`config.mk`:
```
export PLATFORM = sky130hd
export DESIGN_NAME = keypad_matrix_change_detector
export DESIGN_NICKNAME = d
export VERILOG_FILES = /design/src/rtl/core/kmcd_pkg.sv /design/src/rtl/core/keypad_matrix_change_detector.sv /design/src/rtl/core/kmcd_ram.sv /design/src/rtl/core/kmcd_ctrl.sv
export SDC_FILE = /design/constraint.sdc
export NUM_CORES = 1
export LEC_CHECK = 0
export BUFFER_PORTS_ARGS = -buffer_cell sky130_fd_sc_hd__buf_2
export CORE_ASPECT_RATIO = 1.4
export CORE_MARGIN = 10
export CORE_UTILIZATION = 23
export CTS_BUF_LIST = sky130_fd_sc_hd__clkbuf_8
export DETAILED_ROUTE_END_ITERATION = 8
export GPL_TIMING_DRIVEN = 1
export PLACE_DENSITY_LB_ADDON = 0.25
export RECOVER_POWER = 100
export SLEW_MARGIN = 10
export SYNTH_ARGS = -nofsm -noshare
export SYNTH_HDL_FRONTEND = slang
export SYNTH_SLANG_ARGS = --single-unit
export TNS_END_PERCENT = 1
```
`constraint.sdc`:
```
create_clock -name clk -period 8.2 [get_ports clk]
set_clock_uncertainty 0.1 [all_clocks]
set_input_delay 2.05 -clock clk [delete_from_list [all_inputs] [get_ports clk]]
set_output_delay 2.05 -clock clk [all_outputs]
set_load 0.02 [all_outputs]
```
`src/rtl/core/kmcd_pkg.sv`:
```
// Package for the keypad matrix change detector.
// Holds shared types, register codes, widths and the scan code shift function.
// Used by kmcd_ctrl and keypad_matrix_change_detector; depends on nothing.
package kmcd_pkg;

    localparam int ROW_BITS   = 8;
    localparam int ROW_CNT_W  = 4;
    localparam int CODE_W     = 7;
    localparam int SCAN_W     = 6;
    localparam int CFG_IDX_W  = 3;
    localparam int CFG_DATA_W = 4;
    localparam int COL_IDX_W  = 3;
    localparam int S_TDATA_W  = 16;
    localparam int M_TDATA_W  = 16;

    localparam logic [3:0] ROW_COUNT_RST = 4'd8;
    localparam logic [3:0] COL_COUNT_RST = 4'd8;

    typedef enum logic [CFG_IDX_W-1:0] {
        REG_ROW_COUNT       = 3'd0,
        REG_COLUMN_COUNT    = 3'd1,
        REG_ROWS_ACTIVE_LOW = 3'd2,
        REG_FN_ENABLE       = 3'd3,
        REG_FN_ROW_POS      = 3'd4,
        REG_FN_COL_POS      = 3'd5
    } cfg_reg_t;

    typedef struct packed {
        logic [3:0] row_count;
        logic [3:0] column_count;
        logic       rows_active_low;
        logic       fn_enable;
        logic [2:0] fn_row_pos;
        logic [2:0] fn_col_pos;
    } cfg_t;

    typedef struct packed {
        logic              key_valid;
        logic [SCAN_W-1:0] scan_code;
        logic              did_release;
        logic              release_layer;
        logic              did_press;
        logic              press_layer;
        logic              sync_mark;
    } res_t;

    typedef enum logic [3:0] {
        ST_CLEAR,
        ST_IDLE,
        ST_MERGE,
        ST_FN_RD,
        ST_FN_EVAL,
        ST_COL_RDF,
        ST_COL_RDP,
        ST_COL_CAP,
        ST_KEY,
        ST_LAYER,
        ST_FLUSH
    } state_t;

    // Smallest s with (1 << s) >= cols.
    function automatic logic [2:0] code_shift(input logic [3:0] cols);
        logic [2:0] s;
        if (cols <= 4'd1) begin
            s = 3'd0;
        end else if (cols <= 4'd2) begin
            s = 3'd1;
        end else if (cols <= 4'd4) begin
            s = 3'd2;
        end else if (cols <= 4'd8) begin
            s = 3'd3;
        end else begin
            s = 3'd4;
        end
        return s;
    endfunction

endpackage

```
`src/rtl/core/keypad_matrix_change_detector.sv`:
```
// Keypad matrix change detector: one request per sampled column; after the last
// column, one result per reported key. The sync mark rides on the last one, or
// on a result of its own when no key is reported. Each column is read and then
// merged. After the last column the Fn key is read, and each column is walked row
// by row, stalling while the output register is not drained. After reset the
// pressed-layer RAM is cleared with no request accepted.
module keypad_matrix_change_detector #(
    parameter int MAX_ROWS = 8,
    parameter int MAX_COLS = 8
) (
    input  logic                             clk,
    input  logic                             rst_n,
    input  logic                             s_axis_tvalid,
    output logic                             s_axis_tready,
    // column_index [2:0], row_bits [10:3], zero fill above.
    input  logic [kmcd_pkg::S_TDATA_W-1:0]   s_axis_tdata,
    input  logic                             s_axis_tlast,
    output logic                             m_axis_tvalid,
    input  logic                             m_axis_tready,
    // scan_code [5:0], did_release [6], release_layer [7], did_press [8],
    // press_layer [9], zero fill above.
    output logic [kmcd_pkg::M_TDATA_W-1:0]   m_axis_tdata,
    // key_valid [0].
    output logic                             m_axis_tuser,
    output logic                             m_axis_tlast,
    input  logic                             cfg_we,
    input  logic [kmcd_pkg::CFG_IDX_W-1:0]   cfg_index,
    input  logic [kmcd_pkg::CFG_DATA_W-1:0]  cfg_data
);

    kmcd_pkg::cfg_t cfg_reg, cfg_next;
    kmcd_pkg::res_t out_reg, out_next;
    logic           out_valid_reg, out_valid_next;
    logic           out_free;
    logic           res_push;
    kmcd_pkg::res_t res;

    always_comb
    begin
        cfg_next = cfg_reg;
        if (cfg_we)
        begin
            unique case (kmcd_pkg::cfg_reg_t'(cfg_index))
                kmcd_pkg::REG_ROW_COUNT:       cfg_next.row_count       = cfg_data;
                kmcd_pkg::REG_COLUMN_COUNT:    cfg_next.column_count    = cfg_data;
                kmcd_pkg::REG_ROWS_ACTIVE_LOW: cfg_next.rows_active_low = cfg_data[0];
                kmcd_pkg::REG_FN_ENABLE:       cfg_next.fn_enable       = cfg_data[0];
                kmcd_pkg::REG_FN_ROW_POS:      cfg_next.fn_row_pos      = cfg_data[2:0];
                kmcd_pkg::REG_FN_COL_POS:      cfg_next.fn_col_pos      = cfg_data[2:0];
                default:                       cfg_next                 = cfg_reg;
            endcase
        end
    end

    kmcd_ctrl #(
        .MAX_ROWS(MAX_ROWS),
        .MAX_COLS(MAX_COLS)
    ) u_ctrl (
        .clk     (clk),
        .rst_n   (rst_n),
        .cfg     (cfg_reg),
        .in_valid(s_axis_tvalid),
        .in_ready(s_axis_tready),
        .in_col  (s_axis_tdata[kmcd_pkg::COL_IDX_W-1:0]),
        .in_rows (s_axis_tdata[kmcd_pkg::COL_IDX_W +: kmcd_pkg::ROW_BITS]),
        .in_last (s_axis_tlast),
        .out_free(out_free),
        .res_push(res_push),
        .res     (res)
    );

    assign out_free = !out_valid_reg || m_axis_tready;

    always_comb
    begin
        out_next       = out_reg;
        out_valid_next = out_valid_reg;
        if (res_push)
        begin
            out_next       = res;
            out_valid_next = 1'b1;
        end else if (m_axis_tready)
        begin
            out_valid_next = 1'b0;
        end
    end

    always_ff @(posedge clk or negedge rst_n)
    begin
        if (!rst_n)
        begin
            cfg_reg.row_count       <= kmcd_pkg::ROW_COUNT_RST;
            cfg_reg.column_count    <= kmcd_pkg::COL_COUNT_RST;
            cfg_reg.rows_active_low <= 1'b0;
            cfg_reg.fn_enable       <= 1'b0;
            cfg_reg.fn_row_pos      <= 3'd0;
            cfg_reg.fn_col_pos      <= 3'd0;
            out_valid_reg           <= 1'b0;
        end else
        begin
            cfg_reg       <= cfg_next;
            out_valid_reg <= out_valid_next;
        end
    end

    always_ff @(posedge clk)
    begin
        out_reg <= out_next;
    end

    assign m_axis_tvalid = out_valid_reg;
    assign m_axis_tuser  = out_reg.key_valid;
    assign m_axis_tlast  = out_reg.sync_mark;
    assign m_axis_tdata  = {6'd0, out_reg.press_layer, out_reg.did_press,
                            out_reg.release_layer, out_reg.did_release, out_reg.scan_code};

    a_push_when_free: assert property (@(posedge clk) disable iff (!rst_n)
        res_push |-> out_free)
        else $error("result pushed while output register is occupied");

    a_sync_only_empty: assert property (@(posedge clk) disable iff (!rst_n)
        (out_valid_reg && !out_reg.key_valid) |-> (out_reg.sync_mark && m_axis_tdata == '0))
        else $error("sync-only result carries key data or lacks sync mark");

    a_key_reports_event: assert property (@(posedge clk) disable iff (!rst_n)
        (out_valid_reg && out_reg.key_valid) |-> (out_reg.did_release || out_reg.did_press))
        else $error("key result reports neither press nor release");

    a_one_at_a_time: assert property (@(posedge clk) disable iff (!rst_n)
        (s_axis_tvalid && s_axis_tready) |=> !s_axis_tready)
        else $error("request taken before the previous one was merged");

endmodule

```
`src/rtl/core/kmcd_ram.sv`:
```
// Generic single-write, single-read synchronous RAM with registered read data.
// Standalone; used by kmcd_ctrl for the image and layer stores.
module kmcd_ram #(
    parameter int WIDTH = 8,
    parameter int DEPTH = 16,
    localparam int AW = (DEPTH > 1) ? $clog2(DEPTH) : 1
) (
    input  logic             clk,
    input  logic             we,
    input  logic [AW-1:0]    waddr,
    input  logic [WIDTH-1:0] wdata,
    input  logic             re,
    input  logic [AW-1:0]    raddr,
    output logic [WIDTH-1:0] rdata
);

    logic [WIDTH-1:0] mem_reg [DEPTH];
    logic [WIDTH-1:0] rdata_reg;

    always_ff @(posedge clk)
    begin
        if (we)
        begin
            mem_reg[waddr] <= wdata;
        end
        if (re)
        begin
            rdata_reg <= mem_reg[raddr];
        end
    end

    assign rdata = rdata_reg;

endmodule

```
`src/rtl/core/kmcd_ctrl.sv`:
```
// Scan sequencer: merges column samples into the image RAM, then walks the keys
// against the previous image and the pressed-layer RAM. Uses kmcd_pkg, kmcd_ram.
module kmcd_ctrl #(
    parameter int MAX_ROWS = 8,
    parameter int MAX_COLS = 8
) (
    input  logic                          clk,
    input  logic                          rst_n,
    input  kmcd_pkg::cfg_t                cfg,
    input  logic                          in_valid,
    output logic                          in_ready,
    input  logic [kmcd_pkg::COL_IDX_W-1:0] in_col,
    input  logic [kmcd_pkg::ROW_BITS-1:0] in_rows,
    input  logic                          in_last,
    input  logic                          out_free,
    output logic                          res_push,
    output kmcd_pkg::res_t                res
);

    localparam int ROW_LIM   = (MAX_ROWS < kmcd_pkg::ROW_BITS) ? MAX_ROWS : kmcd_pkg::ROW_BITS;
    localparam int COL_AW    = (MAX_COLS > 1) ? $clog2(MAX_COLS) : 1;
    localparam int VLD_N     = 1 << COL_AW;
    localparam int CNT_W     = $clog2(MAX_COLS + 1);
    localparam int IMG_DEPTH = 2 << COL_AW;
    localparam int IMG_AW    = COL_AW + 1;
    localparam int SLOTS     = MAX_ROWS * 2 * MAX_COLS;
    localparam int SLOT_W    = $clog2(SLOTS);
    localparam int RW        = kmcd_pkg::ROW_BITS;
    localparam int RCW       = kmcd_pkg::ROW_CNT_W;

    kmcd_pkg::state_t state_reg, state_next;

    logic                           bank_reg, bank_next;
    logic [1:0][VLD_N-1:0]          vld_reg, vld_next;
    logic                           fn_held_reg, fn_held_next;
    logic                           fn_chg_reg, fn_chg_next;
    logic                           pend_valid_reg, pend_valid_next;
    logic [SLOT_W-1:0]              clr_reg, clr_next;
    logic [CNT_W-1:0]               c_reg, c_next;
    logic [RCW-1:0]                 r_reg, r_next;

    kmcd_pkg::res_t                 pend_reg, pend_next;
    logic [COL_AW-1:0]              col_reg, col_next;
    logic [RW-1:0]                  bits_reg, bits_next;
    logic                           inr_reg, inr_next;
    logic                           last_reg, last_next;
    logic [RW-1:0]                  fresh_w_reg, fresh_w_next;
    logic [RW-1:0]                  prev_w_reg, prev_w_next;
    logic                           key_is_reg, key_is_next;
    logic                           key_was_reg, key_was_next;
    logic [kmcd_pkg::CODE_W-1:0]    code_reg, code_next;

    logic                           img_we, img_re;
    logic [IMG_AW-1:0]              img_waddr, img_raddr;
    logic [RW-1:0]                  img_wdata, img_rdata;
    logic                           lay_we, lay_re;
    logic [SLOT_W-1:0]              lay_waddr, lay_raddr;
    logic                           lay_wdata, lay_rdata;

    logic [RCW-1:0]                 eff_rows;
    logic [CNT_W-1:0]               eff_cols;
    logic [2:0]                     shift;
    logic [RW-1:0]                  rmask;
    logic [RW-1:0]                  in_bits;
    logic                           in_range;
    logic                           rows_done;
    logic                           cols_done;
    logic                           cur_is, cur_was;
    logic                           skip_fn;
    logic                           key_hit;
    logic [kmcd_pkg::CODE_W-1:0]    cur_code;
    logic [COL_AW-1:0]              c_addr;
    logic [COL_AW-1:0]              fn_addr;
    logic                           fn_in;
    logic                           fn_now;
    kmcd_pkg::res_t                 new_res;

    kmcd_ram #(
        .WIDTH(RW),
        .DEPTH(IMG_DEPTH)
    ) u_img_ram (
        .clk  (clk),
        .we   (img_we),
        .waddr(img_waddr),
        .wdata(img_wdata),
        .re   (img_re),
        .raddr(img_raddr),
        .rdata(img_rdata)
    );

    kmcd_ram #(
        .WIDTH(1),
        .DEPTH(SLOTS)
    ) u_layer_ram (
        .clk  (clk),
        .we   (lay_we),
        .waddr(lay_waddr),
        .wdata(lay_wdata),
        .re   (lay_re),
        .raddr(lay_raddr),
        .rdata(lay_rdata)
    );

    // Geometry and key decode.
    always_comb
    begin
        eff_rows = (int'(cfg.row_count) > ROW_LIM) ? RCW'(ROW_LIM) : cfg.row_count;
        eff_cols = (int'(cfg.column_count) > MAX_COLS) ? CNT_W'(MAX_COLS)
                                                       : CNT_W'(cfg.column_count);
        shift = kmcd_pkg::code_shift(4'(eff_cols));
        for (int i = 0; i < RW; i++)
        begin
            rmask[i] = (RCW'(i) < eff_rows);
        end
        in_bits  = (cfg.rows_active_low ? ~in_rows : in_rows) & rmask;
        in_range = (int'(in_col) < int'(eff_cols));

        c_addr    = COL_AW'(c_reg);
        rows_done = (r_reg >= eff_rows);
        cols_done = (({1'b0, c_reg} + 1'b1) >= {1'b0, eff_cols});
        cur_is    = fresh_w_reg[r_reg[2:0]];
        cur_was   = prev_w_reg[r_reg[2:0]];
        skip_fn   = cfg.fn_enable && (r_reg == {1'b0, cfg.fn_row_pos})
                    && (8'(c_reg) == 8'(cfg.fn_col_pos));
        key_hit   = !skip_fn && ((cur_is != cur_was) || (fn_chg_reg && cur_is));
        cur_code  = ((kmcd_pkg::CODE_W)'(r_reg[2:0]) << shift)
                    + (kmcd_pkg::CODE_W)'(c_reg);

        fn_addr = COL_AW'(cfg.fn_col_pos);
        fn_in   = (int'(cfg.fn_col_pos) < MAX_COLS);
        fn_now  = fn_in && vld_reg[bank_reg][fn_addr] && img_rdata[cfg.fn_row_pos];

        new_res               = '0;
        new_res.key_valid     = 1'b1;
        new_res.scan_code     = code_reg[kmcd_pkg::SCAN_W-1:0];
        new_res.did_release   = key_was_reg;
        new_res.release_layer = key_was_reg && cfg.fn_enable && lay_rdata;
        new_res.did_press     = key_is_reg;
        new_res.press_layer   = key_is_reg && cfg.fn_enable && fn_held_reg;
    end

    // Next state.
    always_comb
    begin
        state_next = state_reg;
        unique case (state_reg)
            kmcd_pkg::ST_CLEAR:
            begin
                if (clr_reg == SLOT_W'(SLOTS - 1))
                begin
                    state_next = kmcd_pkg::ST_IDLE;
                end
            end
            kmcd_pkg::ST_IDLE:
            begin
                if (in_valid)
                begin
                    state_next = kmcd_pkg::ST_MERGE;
                end
            end
            kmcd_pkg::ST_MERGE:
            begin
                state_next = last_reg ? kmcd_pkg::ST_FN_RD : kmcd_pkg::ST_IDLE;
            end
            kmcd_pkg::ST_FN_RD:
            begin
                state_next = kmcd_pkg::ST_FN_EVAL;
            end
            kmcd_pkg::ST_FN_EVAL:
            begin
                state_next = (eff_cols == '0) ? kmcd_pkg::ST_FLUSH : kmcd_pkg::ST_COL_RDF;
            end
            kmcd_pkg::ST_COL_RDF:
            begin
                state_next = kmcd_pkg::ST_COL_RDP;
            end
            kmcd_pkg::ST_COL_RDP:
            begin
                state_next = kmcd_pkg::ST_COL_CAP;
            end
            kmcd_pkg::ST_COL_CAP:
            begin
                state_next = kmcd_pkg::ST_KEY;
            end
            kmcd_pkg::ST_KEY:
            begin
                if (rows_done)
                begin
                    state_next = cols_done ? kmcd_pkg::ST_FLUSH : kmcd_pkg::ST_COL_RDF;
                end else if (key_hit)
                begin
                    state_next = kmcd_pkg::ST_LAYER;
                end
            end
            kmcd_pkg::ST_LAYER:
            begin
                if (!pend_valid_reg || out_free)
                begin
                    state_next = kmcd_pkg::ST_KEY;
                end
            end
            kmcd_pkg::ST_FLUSH:
            begin
                if (out_free)
                begin
                    state_next = kmcd_pkg::ST_IDLE;
                end
            end
            default:
            begin
                state_next = kmcd_pkg::ST_IDLE;
            end
        endcase
    end

    // Memory ports, results and register updates.
    always_comb
    begin
        in_ready        = (state_reg == kmcd_pkg::ST_IDLE);
        res_push        = 1'b0;
        res             = '0;
        img_we          = 1'b0;
        img_waddr       = '0;
        img_wdata       = '0;
        img_re          = 1'b0;
        img_raddr       = '0;
        lay_we          = 1'b0;
        lay_waddr       = '0;
        lay_wdata       = 1'b0;
        lay_re          = 1'b0;
        lay_raddr       = '0;
        bank_next       = bank_reg;
        vld_next        = vld_reg;
        fn_held_next    = fn_held_reg;
        fn_chg_next     = fn_chg_reg;
        pend_valid_next = pend_valid_reg;
        clr_next        = clr_reg;
        c_next          = c_reg;
        r_next          = r_reg;
        pend_next       = pend_reg;
        col_next        = col_reg;
        bits_next       = bits_reg;
        inr_next        = inr_reg;
        last_next       = last_reg;
        fresh_w_next    = fresh_w_reg;
        prev_w_next     = prev_w_reg;
        key_is_next     = key_is_reg;
        key_was_next    = key_was_reg;
        code_next       = code_reg;

        unique case (state_reg)
            kmcd_pkg::ST_CLEAR:
            begin
                lay_we    = 1'b1;
                lay_waddr = clr_reg;
                clr_next  = clr_reg + 1'b1;
            end
            kmcd_pkg::ST_IDLE:
            begin
                if (in_valid)
                begin
                    col_next  = COL_AW'(in_col);
                    bits_next = in_bits;
                    inr_next  = in_range;
                    last_next = in_last;
                    img_re    = 1'b1;
                    img_raddr = {bank_reg, COL_AW'(in_col)};
                end
            end
            kmcd_pkg::ST_MERGE:
            begin
                if (inr_reg)
                begin
                    img_we    = 1'b1;
                    img_waddr = {bank_reg, col_reg};
                    img_wdata = (vld_reg[bank_reg][col_reg] ? img_rdata : '0) | bits_reg;
                    vld_next[bank_reg][col_reg] = 1'b1;
                end
            end
            kmcd_pkg::ST_FN_RD:
            begin
                img_re    = 1'b1;
                img_raddr = {bank_reg, fn_addr};
            end
            kmcd_pkg::ST_FN_EVAL:
            begin
                if (cfg.fn_enable)
                begin
                    fn_chg_next  = (fn_now != fn_held_reg);
                    fn_held_next = fn_now;
                end else
                begin
                    fn_chg_next = 1'b0;
                end
                c_next = '0;
            end
            kmcd_pkg::ST_COL_RDF:
            begin
                img_re    = 1'b1;
                img_raddr = {bank_reg, c_addr};
            end
            kmcd_pkg::ST_COL_RDP:
            begin
                fresh_w_next = vld_reg[bank_reg][c_addr] ? img_rdata : '0;
                img_re       = 1'b1;
                img_raddr    = {~bank_reg, c_addr};
            end
            kmcd_pkg::ST_COL_CAP:
            begin
                prev_w_next = vld_reg[~bank_reg][c_addr] ? img_rdata : '0;
                r_next      = '0;
            end
            kmcd_pkg::ST_KEY:
            begin
                if (rows_done)
                begin
                    c_next = c_reg + 1'b1;
                end else if (key_hit)
                begin
                    lay_re       = 1'b1;
                    lay_raddr    = SLOT_W'(cur_code);
                    key_is_next  = cur_is;
                    key_was_next = cur_was;
                    code_next    = cur_code;
                end else
                begin
                    r_next = r_reg + 1'b1;
                end
            end
            kmcd_pkg::ST_LAYER:
            begin
                if (!pend_valid_reg || out_free)
                begin
                    if (pend_valid_reg)
                    begin
                        res_push = 1'b1;
                        res      = pend_reg;
                    end
                    pend_next       = new_res;
                    pend_valid_next = 1'b1;
                    if (key_is_reg)
                    begin
                        lay_we    = 1'b1;
                        lay_waddr = SLOT_W'(code_reg);
                        lay_wdata = new_res.press_layer;
                    end
                    r_next = r_reg + 1'b1;
                end
            end
            kmcd_pkg::ST_FLUSH:
            begin
                if (out_free)
                begin
                    res_push = 1'b1;
                    if (pend_valid_reg)
                    begin
                        res = pend_reg;
                    end
                    res.sync_mark       = 1'b1;
                    pend_valid_next     = 1'b0;
                    bank_next           = ~bank_reg;
                    vld_next[~bank_reg] = '0;
                end
            end
            default:
            begin
                in_ready = 1'b0;
            end
        endcase
    end

    always_ff @(posedge clk or negedge rst_n)
    begin
        if (!rst_n)
        begin
            state_reg      <= kmcd_pkg::ST_CLEAR;
            bank_reg       <= 1'b0;
            vld_reg        <= '0;
            fn_held_reg    <= 1'b0;
            fn_chg_reg     <= 1'b0;
            pend_valid_reg <= 1'b0;
            clr_reg        <= '0;
            c_reg          <= '0;
            r_reg          <= '0;
        end else
        begin
            state_reg      <= state_next;
            bank_reg       <= bank_next;
            vld_reg        <= vld_next;
            fn_held_reg    <= fn_held_next;
            fn_chg_reg     <= fn_chg_next;
            pend_valid_reg <= pend_valid_next;
            clr_reg        <= clr_next;
            c_reg          <= c_next;
            r_reg          <= r_next;
        end
    end

    always_ff @(posedge clk)
    begin
        pend_reg    <= pend_next;
        col_reg     <= col_next;
        bits_reg    <= bits_next;
        inr_reg     <= inr_next;
        last_reg    <= last_next;
        fresh_w_reg <= fresh_w_next;
        prev_w_reg  <= prev_w_next;
        key_is_reg  <= key_is_next;
        key_was_reg <= key_was_next;
        code_reg    <= code_next;
    end

endmodule
```
==> impl_results.md <==
- Fin. Hold Viols: 0
- CTS Buf Count: 68
- Worst Hold Class: reg -> reg
- Total Neg Setup Slack: 0 ps
- Vias in the first global route: 11400
- Drt pass-1 iters: 5
- Via/cell ratio: 4.58
- Ys Warns: 0
- Failing checks: capacitance limit, slew limit
- Mapped Area: 17100 µm²
- Final period util: 72.7%
- Number of clock sinks: 365
- Post-CTS setup buffers: 0
- FP Rows: 118
- Fmax: 168 MHz
- RSZ-0062 raised after global routing: no
- Outcome: finished with violations
- Grt total ovfl: 0
- Final total power: 5.87 mW
- Post-cts sizing count: 0
- Total die area: 85800 µm²
- Final nets: 1427
- Post-synth cell types: 75
- Max_cap viols: 14
- Reg clk slew, reported paths: 60 ps
- Slew HR: -123%
- Post-synth EDFFs: 309
- Critical path type: in -> reg
- P per Cell Area: 301 nW/µm²
- Drt drc: 0
- Wirelength per Cell: 19.9 µm
- Core area: 73800 µm²
- Worst slew pin tran: 3350 ps
- Sequential-to-total area share from yosys stat: 62.5%
- Largest net degree at the start of global routing: 65
- Final WL: 47500 µm
- Placer Congestion: 0.824
- Setup ws final: 2240 ps
- Antenna cells: 0
- Crit path top cell by count: clkbuf_1
- Worst path slowest cell: and2_0
- Layout Area Growth over Synthesis: 14.0%
- Cells after Synth: 1334
- CP peak stage delay: 1930 ps
- DR iter-0 viols: 729
- Initial core utilization: 23.2%
- Crit path cell chain: clkbuf_1 -> nor2b_1 -> a211oi_1 -> clkbuf_1 -> and2_0 -> buf_4
- Hold-fix buffer count after cts: 0
- Global-route wire length before repair: 72000 µm
- Clock Latency Late Sink: 640 ps
- Endpoints failing setup: 0
- Crit path time final: 5960 ps
- I/O pins: 49
- Pins over their slew limit: 298
- WHS: 405 ps
- Synth Flop Type: edfxtp_1
- FFs w/ async S/R, synth: 15.3%
- DP Worst Slack: 2530 ps
- Max FFs per register: 128
- Chip width: 250 µm
- Avg Inst Size Synth: 12.8 µm²
- CTS max path bufs: 3
- Total GRT Usage: 10.9%
- Seq cells post-synth: 365
- VDD IR-drop max: 0.000109 V
- IO Port Bufs: 37
- Die height: 343 µm
- Hpwl dp: 31100 µm
- Final ANT Viol Nets: 0
- Initial antenna violation count: 11
- Worst setup EP type: register
- TritonCTS clock tree: yes
- CP arrival: 6200 ps
- Crit path launch type: input port
- Layout cells sized above 1: 12.4%
- Worst Path Required: 8440 ps
- Fillers: 7783
- Htree depth: 3
- Pleak: 6.30 nW
- Routed via count: 11000
- Root Driver: clkbuf_8
- Worst Path Max Fanout: 57
metrics by stage:
step           cell area, µm²  utilization [%]  cells
2_1_floorplan           17100                -   1339
4_1_cts                 19600             26.6   2393
3_3_place_gp            18400             24.9   2271
3_5_place_dp            18400             24.9   2271
5_1_grt                 19500             26.4   2393
6_report                19500             26.4   2393
final cells by class:
| cell class | instances | area [µm²] | share of cell area (%) |
|---|---|---|---|
| clock buffer | 71 | 977 | 5.02 |
| clock inverter | 51 | 295 | 1.52 |
| inverter | 20 | 76.3 | 0.392 |
| multi-input combinational | 869 | 5990 | 30.7 |
| sequential | 365 | 10700 | 54.8 |
| tap | 960 | 1200 | 6.17 |
| timing repair buffer | 57 | 256 | 1.32 |
synth_stat cells (all sizes together), types with 7 or more instances:
master,n,area (µm²)
edfxtp,309,9280
inv,19,71.3
xor2,7,61.3
mux2i,46,460
ha,16,200
nor3,21,116
a31oi,18,113
nand2b,15,93.8
a21o,8,60.1
xnor2,21,191
buf,20,129
a32o,7,70.1
o21ai,56,284
and2,50,313
a311oi,10,87.6
dfrtp,54,1350
nand2,139,522
and3,8,50.1
nor2b,15,93.8
mux4,45,1010
a21oi,53,265
nor2,165,619
a211oi,30,225
clkbuf,65,244
nand3,23,115
mux2,22,248
cells by family (layout without fill, tap and decap cells):
group	after synthesis	in the layout	synth area share, %
DFF	365	365	62.5
AOI/OAI and AO/OA	232	232	8.92
buffers and inverters	105	199	2.65
muxes	113	113	10.1
and+or+nand+nor	473	473	13.1
xor gates and xnor gates	28	28	1.48
adders and majority gates	17	17	1.29
other	1	6	0.0219
report_power, final:
group | switching (mW) | internal, mW
Combinational | 1.08 | 0.629
Sequential | 0.244 | 2.23
Clock | 0.783 | 0.898
metal layers:
metal / wire length [µm] / GRT usage, % / vias to the layer above
met1: 18500 / 12.0 / 5546
li1: - / - / 5089
met5: 57 / 0 / -
met4: 1620 / 4.63 / 12
met2: 25300 / 19.9 / 215
met3: 2040 / 2.36 / 104
critical path: cells and delay by family:
family,cells,cell delay (ps)
AO/OA/AOI/OAI,1,570
buffers and inverters,3,1440
AND/OR/NAND/NOR,2,2080
layout by cell type, fill, tap and decap left out, types with 27 or more instances in the layout:
cell type	netlist	routed
nand2_1	139	139
mux2i_1	46	46
clkbuf_1	65	39
a211oi_1	30	30
o21ai_0	52	53
nor2_1	165	165
inv_1	17	40
dfrtp_1	54	54
a21oi_1	53	52
mux4_2	45	45
and2_1	44	27
edfxtp_1	309	309
clkbuf_8	0	71
path summary, 6_finish.rpt:
check                      slack [ps]                             end  cells after the start              start
max                              2240  u_ctrl.u_layer_ram.mem_reg[21]                      6      m_axis_tready
min in group asynchronous        2560                      cfg_reg[8]                      2              rst_n
min                               400               u_ctrl.fn_chg_reg                      2  u_ctrl.fn_chg_reg
max in group asynchronous        3530                     cfg_reg[14]                      2              rst_n
min reg2reg                       400               u_ctrl.fn_chg_reg                      2  u_ctrl.fn_chg_reg
max reg2reg                      2270        u_ctrl.u_layer_ram.rdata                     16         cfg_reg[8]
(Power assumes the default switching activity.)
